===== config.mk =====
export PLATFORM = sky130hd
export DESIGN_NAME = stereo_bass_mono_crossover_core
export DESIGN_NICKNAME = d
export VERILOG_FILES = /design/src/hw/rtl/sbmc_pkg.sv /design/src/hw/rtl/sbmc_pole_unit.sv /design/src/hw/rtl/sbmc_zbank.sv /design/src/hw/rtl/stereo_bass_mono_crossover_core.sv
export SDC_FILE = /design/constraint.sdc
export NUM_CORES = 2
export LEC_CHECK = 0
export ABC_CLOCK_PERIOD_IN_PS = 12600
export BUFFER_PORTS_ARGS = -buffer_cell sky130_fd_sc_hd__buf_4
export CELL_PAD_IN_SITES_DETAIL_PLACEMENT = 0
export CELL_PAD_IN_SITES_GLOBAL_PLACEMENT = 2
export CORE_MARGIN = 4
export CORE_UTILIZATION = 44
export CTS_CLUSTER_SIZE = 28
export DETAILED_ROUTE_END_ITERATION = 7
export MAX_ROUTING_LAYER = met4
export PLACE_DENSITY = 0.85
export SYNTH_ARGS = -nofsm -noshare
export SYNTH_HDL_FRONTEND = slang
export SYNTH_HIERARCHICAL = 1
export SYNTH_SLANG_ARGS = --single-unit

===== constraint.sdc =====
create_clock -name clk -period 12.6 [get_ports clk]
set_input_delay 2.52 -clock clk [delete_from_list [all_inputs] [get_ports clk]]
set_output_delay 2.52 -clock clk [all_outputs]
set_load 0.1 [all_outputs]

===== src/hw/rtl/sbmc_pkg.sv =====
// shared types, constants and saturation helpers for the bass mono crossover
package sbmc_pkg;

  localparam int MAX_STAGES      = 4;
  localparam int SAMPLE_BITS     = 24;
  localparam int COEFF_FRAC_BITS = 18;

  localparam int ACC_W       = 32;
  localparam int WIDE_W      = 64;
  localparam int PROD_W      = ACC_W + COEFF_FRAC_BITS + 2;
  localparam int NUM_PATHS   = 4;
  localparam int PATH_W      = 2;
  localparam int STG_W       = (MAX_STAGES > 1) ? $clog2(MAX_STAGES) : 1;
  localparam int STG_CNT_W   = $clog2(MAX_STAGES + 1);
  localparam int ZDEPTH      = NUM_PATHS * MAX_STAGES;
  localparam int ZA_W        = $clog2(ZDEPTH);

  localparam int STAGE_CNT_W = 3;
  localparam int CHAN_CNT_W  = 4;
  localparam int CFG_IDX_W   = 2;
  localparam int CFG_DATA_W  = COEFF_FRAC_BITS;

  localparam logic [CFG_IDX_W-1:0] REG_POLE_COEFF    = 2'd0;
  localparam logic [CFG_IDX_W-1:0] REG_STAGE_COUNT   = 2'd1;
  localparam logic [CFG_IDX_W-1:0] REG_CHANNEL_COUNT = 2'd2;

  localparam logic [COEFF_FRAC_BITS-1:0] POLE_RESET   = COEFF_FRAC_BITS'(257045);
  localparam logic [STAGE_CNT_W-1:0]     STAGES_RESET = 3'd2;
  localparam logic [CHAN_CNT_W-1:0]      CHANS_RESET  = 4'd2;
  localparam logic [CHAN_CNT_W-1:0]      CHANS_STEREO = 4'd2;

  localparam logic [PATH_W-1:0] PATH_LOW_L  = 2'd0;
  localparam logic [PATH_W-1:0] PATH_LOW_R  = 2'd1;
  localparam logic [PATH_W-1:0] PATH_HIGH_L = 2'd2;
  localparam logic [PATH_W-1:0] PATH_HIGH_R = 2'd3;

  localparam logic signed [WIDE_W-1:0] ACC_MAX = WIDE_W'({1'b0, {(ACC_W-1){1'b1}}});
  localparam logic signed [WIDE_W-1:0] ACC_MIN = ~ACC_MAX;
  localparam logic signed [WIDE_W-1:0] SMP_MAX = WIDE_W'({1'b0, {(SAMPLE_BITS-1){1'b1}}});
  localparam logic signed [WIDE_W-1:0] SMP_MIN = ~SMP_MAX;

  typedef struct packed {
    logic signed [SAMPLE_BITS-1:0] left_in;
    logic signed [SAMPLE_BITS-1:0] right_in;
    logic                          block_last;
  } sbmc_in_t;

  typedef struct packed {
    logic signed [SAMPLE_BITS-1:0] left_out;
    logic signed [SAMPLE_BITS-1:0] right_out;
    logic                          block_last_out;
  } sbmc_out_t;

  typedef struct packed {
    logic            clr;
    logic            we;
    logic [ZA_W-1:0] addr;
  } sbmc_zctl_t;

  function automatic logic signed [ACC_W-1:0] sat_acc(input logic signed [WIDE_W-1:0] v);
    logic signed [WIDE_W-1:0] res;
    if (v > ACC_MAX) begin
      res = ACC_MAX;
    end else if (v < ACC_MIN) begin
      res = ACC_MIN;
    end else begin
      res = v;
    end
    return res[ACC_W-1:0];
  endfunction

  function automatic logic signed [SAMPLE_BITS-1:0] sat_smp(
    input logic signed [WIDE_W-1:0] v);
    logic signed [WIDE_W-1:0] res;
    if (v > SMP_MAX) begin
      res = SMP_MAX;
    end else if (v < SMP_MIN) begin
      res = SMP_MIN;
    end else begin
      res = v;
    end
    return res[SAMPLE_BITS-1:0];
  endfunction

endpackage


===== src/hw/rtl/sbmc_pole_unit.sv =====
// shared one-pole update unit: registered multiply, then round, shift and saturate
module sbmc_pole_unit
  import sbmc_pkg::*;
(
  input  logic                              clk,
  input  logic                              mul_en,
  input  logic signed [ACC_W-1:0]           x,
  input  logic signed [ACC_W-1:0]           z,
  input  logic        [COEFF_FRAC_BITS-1:0] b,
  output logic signed [ACC_W-1:0]           y_low,
  output logic signed [ACC_W-1:0]           y_high
);

  localparam logic signed [WIDE_W-1:0] RND = WIDE_W'(1) <<< (COEFF_FRAC_BITS - 1);

  logic signed [ACC_W:0]      diff;
  logic signed [PROD_W-1:0]   prod_nxt;
  logic signed [PROD_W-1:0]   prod_r;
  logic signed [WIDE_W-1:0]   sum;
  logic signed [WIDE_W-1:0]   shifted;

  // a*x + b*z rewritten as x*2^F + b*(z - x)
  always_comb begin
    diff     = (ACC_W+1)'(z) - (ACC_W+1)'(x);
    prod_nxt = PROD_W'(diff) * PROD_W'(signed'({1'b0, b}));
  end

  always_ff @(posedge clk) begin
    if (mul_en) begin
      prod_r <= prod_nxt;
    end
  end

  always_comb begin
    sum     = (WIDE_W'(x) <<< COEFF_FRAC_BITS) + WIDE_W'(prod_r) + RND;
    shifted = sum >>> COEFF_FRAC_BITS;
    y_low   = sat_acc(shifted);
    y_high  = sat_acc(WIDE_W'(x) - WIDE_W'(y_low));
  end

endmodule


===== src/hw/rtl/sbmc_zbank.sv =====
// stage memory bank for all four split paths, cleared by reset or filter writes
module sbmc_zbank
  import sbmc_pkg::*;
(
  input  logic                    clk,
  input  logic                    rst_n,
  input  sbmc_zctl_t              ctl,
  input  logic signed [ACC_W-1:0] wdata,
  output logic signed [ACC_W-1:0] rdata
);

  logic signed [ACC_W-1:0] mem_r [ZDEPTH];

  always_ff @(posedge clk) begin
    if (!rst_n || ctl.clr) begin
      for (int i = 0; i < ZDEPTH; i++) begin
        mem_r[i] <= '0;
      end
    end else if (ctl.we) begin
      mem_r[ctl.addr] <= wdata;
    end
  end

  assign rdata = mem_r[ctl.addr];

endmodule


===== src/hw/rtl/stereo_bass_mono_crossover_core.sv =====
// top level: sequencer, configuration registers and output register
// an active stereo frame runs four path updates per stage, n stages, on the shared pole unit,
// n being the clamped stage count: each update is a multiply state then an accumulate state,
// sixteen updates at most, then a mix state that waits for the output register; no new request until idle
// a mono frame (channel count below two) goes straight to the mix state
// rst_n is synchronous: control and config registers reset, stage memories clear at once
module stereo_bass_mono_crossover_core
  import sbmc_pkg::*;
(
  input  logic                  clk,
  input  logic                  rst_n,
  input  logic                  in_valid,
  output logic                  in_ready,
  input  sbmc_in_t              in_data,
  output logic                  out_valid,
  input  logic                  out_ready,
  output sbmc_out_t             out_data,
  input  logic                  cfg_valid,
  output logic                  cfg_ready,
  input  logic [CFG_IDX_W-1:0]  cfg_index,
  input  logic [CFG_DATA_W-1:0] cfg_data
);

  localparam logic [1:0] ST_IDLE = 2'd0;
  localparam logic [1:0] ST_MUL  = 2'd1;
  localparam logic [1:0] ST_ACC  = 2'd2;
  localparam logic [1:0] ST_MIX  = 2'd3;

  logic [1:0]                 state_r, state_nxt;
  logic [STG_W-1:0]           stg_r, stg_nxt;
  logic [PATH_W-1:0]          path_r, path_nxt;
  logic                       byp_r, byp_nxt;
  logic                       ov_r, ov_nxt;
  logic [COEFF_FRAC_BITS-1:0] pole_r, pole_nxt;
  logic [STAGE_CNT_W-1:0]     stcnt_r, stcnt_nxt;
  logic [CHAN_CNT_W-1:0]      chcnt_r, chcnt_nxt;
  sbmc_in_t                   in_r, in_nxt;
  sbmc_out_t                  out_r, out_nxt;
  logic signed [ACC_W-1:0]    work_r [NUM_PATHS];
  logic signed [ACC_W-1:0]    work_nxt [NUM_PATHS];

  sbmc_zctl_t                 zctl;
  logic                       mul_en;
  logic signed [ACC_W-1:0]    zrd;
  logic signed [ACC_W-1:0]    y_low;
  logic signed [ACC_W-1:0]    y_high;
  logic [STG_CNT_W-1:0]       n_eff;
  logic                       last_stage;
  logic signed [ACC_W:0]      mid;

  sbmc_pole_unit u_pole (
    .clk    (clk),
    .mul_en (mul_en),
    .x      (work_r[path_r]),
    .z      (zrd),
    .b      (pole_r),
    .y_low  (y_low),
    .y_high (y_high)
  );

  sbmc_zbank u_zbank (
    .clk   (clk),
    .rst_n (rst_n),
    .ctl   (zctl),
    .wdata (y_low),
    .rdata (zrd)
  );

  always_comb begin
    if (stcnt_r == '0) begin
      n_eff = STG_CNT_W'(1);
    end else if ((STG_CNT_W + STAGE_CNT_W)'(stcnt_r) > (STG_CNT_W + STAGE_CNT_W)'(MAX_STAGES)) begin
      n_eff = STG_CNT_W'(MAX_STAGES);
    end else begin
      n_eff = STG_CNT_W'(stcnt_r);
    end
    last_stage = ((STG_CNT_W'(stg_r) + STG_CNT_W'(1)) == n_eff);
    mid        = ((ACC_W+1)'(work_r[PATH_LOW_L]) + (ACC_W+1)'(work_r[PATH_LOW_R])) >>> 1;
  end

  always_comb begin
    state_nxt = state_r;
    stg_nxt   = stg_r;
    path_nxt  = path_r;
    byp_nxt   = byp_r;
    ov_nxt    = ov_r && !out_ready;
    pole_nxt  = pole_r;
    stcnt_nxt = stcnt_r;
    chcnt_nxt = chcnt_r;
    in_nxt    = in_r;
    out_nxt   = out_r;
    work_nxt  = work_r;
    mul_en    = 1'b0;
    zctl.clr  = 1'b0;
    zctl.we   = 1'b0;
    zctl.addr = ZA_W'({stg_r, path_r});

    if (cfg_valid) begin
      case (cfg_index)
        REG_POLE_COEFF: begin
          pole_nxt = cfg_data;
          zctl.clr = 1'b1;
        end
        REG_STAGE_COUNT: begin
          stcnt_nxt = cfg_data[STAGE_CNT_W-1:0];
          zctl.clr  = 1'b1;
        end
        REG_CHANNEL_COUNT: begin
          chcnt_nxt = cfg_data[CHAN_CNT_W-1:0];
        end
        default: begin
        end
      endcase
    end

    case (state_r)
      ST_IDLE: begin
        if (in_valid) begin
          in_nxt = in_data;
          work_nxt[PATH_LOW_L]  = ACC_W'(in_data.left_in);
          work_nxt[PATH_LOW_R]  = ACC_W'(in_data.right_in);
          work_nxt[PATH_HIGH_L] = ACC_W'(in_data.left_in);
          work_nxt[PATH_HIGH_R] = ACC_W'(in_data.right_in);
          stg_nxt  = '0;
          path_nxt = PATH_LOW_L;
          if (chcnt_r < CHANS_STEREO) begin
            byp_nxt   = 1'b1;
            state_nxt = ST_MIX;
          end else begin
            byp_nxt   = 1'b0;
            state_nxt = ST_MUL;
          end
        end
      end
      ST_MUL: begin
        mul_en    = 1'b1;
        state_nxt = ST_ACC;
      end
      ST_ACC: begin
        zctl.we   = 1'b1;
        work_nxt[path_r] = (path_r == PATH_HIGH_L || path_r == PATH_HIGH_R) ? y_high : y_low;
        state_nxt = ST_MUL;
        if (path_r == PATH_HIGH_R) begin
          path_nxt = PATH_LOW_L;
          if (last_stage) begin
            state_nxt = ST_MIX;
          end else begin
            stg_nxt = stg_r + STG_W'(1);
          end
        end else begin
          path_nxt = path_r + PATH_W'(1);
        end
      end
      ST_MIX: begin
        if (!ov_r || out_ready) begin
          if (byp_r) begin
            out_nxt.left_out  = in_r.left_in;
            out_nxt.right_out = in_r.right_in;
          end else begin
            out_nxt.left_out  = sat_smp(WIDE_W'(mid) + WIDE_W'(work_r[PATH_HIGH_L]));
            out_nxt.right_out = sat_smp(WIDE_W'(mid) + WIDE_W'(work_r[PATH_HIGH_R]));
          end
          out_nxt.block_last_out = in_r.block_last;
          ov_nxt    = 1'b1;
          state_nxt = ST_IDLE;
        end
      end
      default: begin
        state_nxt = ST_IDLE;
      end
    endcase
  end

  always_ff @(posedge clk) begin
    if (!rst_n) begin
      state_r <= ST_IDLE;
      stg_r   <= '0;
      path_r  <= PATH_LOW_L;
      byp_r   <= 1'b0;
      ov_r    <= 1'b0;
      pole_r  <= POLE_RESET;
      stcnt_r <= STAGES_RESET;
      chcnt_r <= CHANS_RESET;
    end else begin
      state_r <= state_nxt;
      stg_r   <= stg_nxt;
      path_r  <= path_nxt;
      byp_r   <= byp_nxt;
      ov_r    <= ov_nxt;
      pole_r  <= pole_nxt;
      stcnt_r <= stcnt_nxt;
      chcnt_r <= chcnt_nxt;
    end
  end

  always_ff @(posedge clk) begin
    in_r   <= in_nxt;
    out_r  <= out_nxt;
    work_r <= work_nxt;
  end

  assign in_ready  = rst_n && (state_r == ST_IDLE);
  assign cfg_ready = rst_n;
  assign out_valid = ov_r;
  assign out_data  = out_r;

endmodule


==> metrics.txt <==
status finished, final reports clean; Post-Syn Instances approximately 6200; Starting DRT DRC Count approximately 3800; vias in the first global route roughly 48000; Vias 46700; DR vias/cell ~5.7; hpwl dp around 140000 µm; number of gates given a new drive strength after cts 0; most common flop cell mapped by yosys sky130_fd_sc_hd__edfxtp_1; number of fill cells in the layout approximately 13000; HP Class reg -> reg; kind of end point of the critical path flop; post-synthesis instance area roughly 65000 µm²; DR pass1 iterations 6; sequential fraction of the synthesis area 0.369; Setup TNS Final 0 ns; kind of launch point of the worst setup path flop; Yosys cell types 107; Yosys Warn Count 6; die extent in y 391 µm; number of top-level pins 126; GR met2 Demand/Resource 0.427; final-stage net count 7167; worst-path maximum fanout 19; number of hold violations in the final report 0; combinational family with the most area after synthesis adder cells; Final Routed Wirelength 195000 µm; RSZ-0062 raised after global routing no; Core Area approximately 150000 µm²; CTS tree built; complex-gate fraction of the synthesized area 0.0967; cell type with the largest total area after synthesis sky130_fd_sc_hd__edfxtp_1; std cell rows 140; Area growth, synth to finish 9.81%; Mapped Nets between 7000 and 8000; path type of the worst setup path reg -> reg; maximum number of pins on one net before global-route repair between 70 and 80; fraction of synthesized area in multiplexers 0.0623; global-route wire length before repair a little under 300000 µm; global-route usage over all layers 0.264; global route overflow 0; commonest non-fill, non-tap cell in the layout sky130_fd_sc_hd__nand2_1; Worst Path Required approximately 13 ns; maximum number of buffers from clock root to sink 3; Highest Clock Rate around 84 MHz; most congested layer reported by global routing met2; antenna violations before repair 1; proportion of netlist area held by the largest area contributor 0.359; Worst Skew around 0.071 ns; global placement routability congestion 0.985; hold-fix buffer count after cts 0; port buffer count around 130; transition time of the tightest slew-check pin ~1.2 ns; arrival time of the worst setup path ~12 ns; Slew Viols, Final 0; number of clock sinks seen by CTS just over 800; leading cell types in the layout, fill and taps excluded sky130_fd_sc_hd__nand2_1, sky130_fd_sc_hd__edfxtp_1, sky130_fd_sc_hd__inv_1; met3 global-route usage 0.0314; synth top area cells sky130_fd_sc_hd__edfxtp_1, sky130_fd_sc_hd__fa_1, sky130_fd_sc_hd__ha_1; EDFF count, synth just under 800; post-synthesis area per instance ~11 µm²; standard cell with the maximum stage delay on the critical path sky130_fd_sc_hd__dfxtp_4; total of endpoints with negative setup slack in the final report 0; clock latency of the later-clocked register in the worst-skew pair between 0.7 and 0.8 ns; number of remaining DRC errors 0; share of the cycle needed by the critical path after routing 0.943; number of setup buffers added after CTS 0; post-synthesis share of cell area spent on and, or, nand and nor gates 0.140; synthesized-area fraction occupied by adder cells 0.242; post-detailed-route wirelength per cell ~24 µm; proportion of register bits with asynchronous set or reset after synthesis 0; post-detailed-route count of antenna-violating nets 0; final critical delay including setup and external delays around 12 ns; proportion of layout cells with a drive suffix above 1 0.102; Die Wd between 300 and 400 µm; MaxCap Viol Count 0; Seq cells post-synth a little over 800; root buffer cell sky130_fd_sc_hd__clkbuf_16; H-tree level count 3; worst-case headroom to the max-slew limit 0.172; effective utilization at floorplan 0.443; floorplan die area 153000 µm²; worst stage delay on the critical path 0.59 ns; CTS clock-pin slew for the worst setup and hold paths 0.06 ns; number of buffers created by CTS 89; GRT met1 Usage 0.353; xor/xnor cell area share of the yosys netlist 0.0268
[kinds of logic after synthesis]
group,Yosys count
AND/OR/NAND/NOR,2039
buffers and inverters,1047
AO/OA/AOI/OAI,963
adder cells (fa/ha/maj),904
flip-flops,805
multiplexers,202
XOR/XNOR,196
[critical path: cells and delay by family (launching register included)]
family / cells / cell delay, ns
flip-flops: 1 / 0.59
multiplexers: 1 / 0.55
AND/OR/NAND/NOR: 3 / 0.31
XOR/XNOR: 2 / 0.42
adder cells (fa/ha/maj): 9 / 3.94
buffers and inverters: 8 / 1.02
AO/OA/AOI/OAI: 20 / 4.71
[metrics by stage]
step,std cells,cell area [µm²],hold WS (ns),util,setup slack [ns]
6_report,8188,71000,0.438,0.487,0.723
5_1_grt,8186,71000,0.449,0.487,0.0776
4_1_cts,8186,71000,0.447,0.487,0.636
3_5_place_dp,8021,68000,0.421,0.466,0.741
3_3_place_gp,8021,68000,0.416,0.466,0.668
2_1_floorplan,6156,64700,0.400,-,1.84
[flip-flops by register name, indices dropped and copies added, names as in the netlist, 3 cells and up]
signal,flops
in_r,49
out_data,49
work_r,128
chcnt_r,3
pole_r,18
u_pole/prod_r,35
stcnt_r,3
u_zbank/mem_r,512
[worst paths after layout]
kind	startpoint	end	slack, ns	cells past startpoint
max	path_r[0]	u_pole/prod_r[41]	0.72	43
min	in_r[0]	out_data[0]	0.44	0
max reg2reg	path_r[0]	u_pole/prod_r[41]	0.72	43
min reg2reg	in_r[0]	out_data[0]	0.44	0
[final cells by class]
type,instances,area [µm²],area share
multi-input cells,4304,37000,0.521
flip-flops and latches,805,23900,0.336
inverters,742,2790,0.0392
well taps,1917,2400,0.0338
clock buffers,100,2270,0.0319
repair buffers,253,1950,0.0275
clock inverters,65,727,0.0102
diodes,2,5.00,0.0000705
[per-layer routing]
metal  wire length, µm  vias to the layer above
met3             11900                      294
li1                  -                    20900
met5                 0                        -
met2             94800                     1586
met4              6150                        0
met1             82600                    23900
[cell usage after synthesis (all sizes together) (12+ instances only)]
library cell,n
a211oi,16
a21boi,26
a21o,98
a21oi,220
a22oi,67
a2bb2oi,25
a31oi,34
and2,244
and3,29
buf,93
clkbuf,212
dfxtp,32
edfxtp,773
fa,578
ha,320
inv,738
mux2i,40
mux4,160
nand2,811
nand2b,38
nand3,62
nand4,27
nor2,669
nor2b,51
nor3,43
o211ai,17
o21a,24
o21ai,281
o21bai,29
o22ai,28
o31ai,12
or2,15
xnor2,138
xor2,58
Power is not shown: default switching activity piles up to over one toggle a cycle in this logic, so the estimate is an artifact.
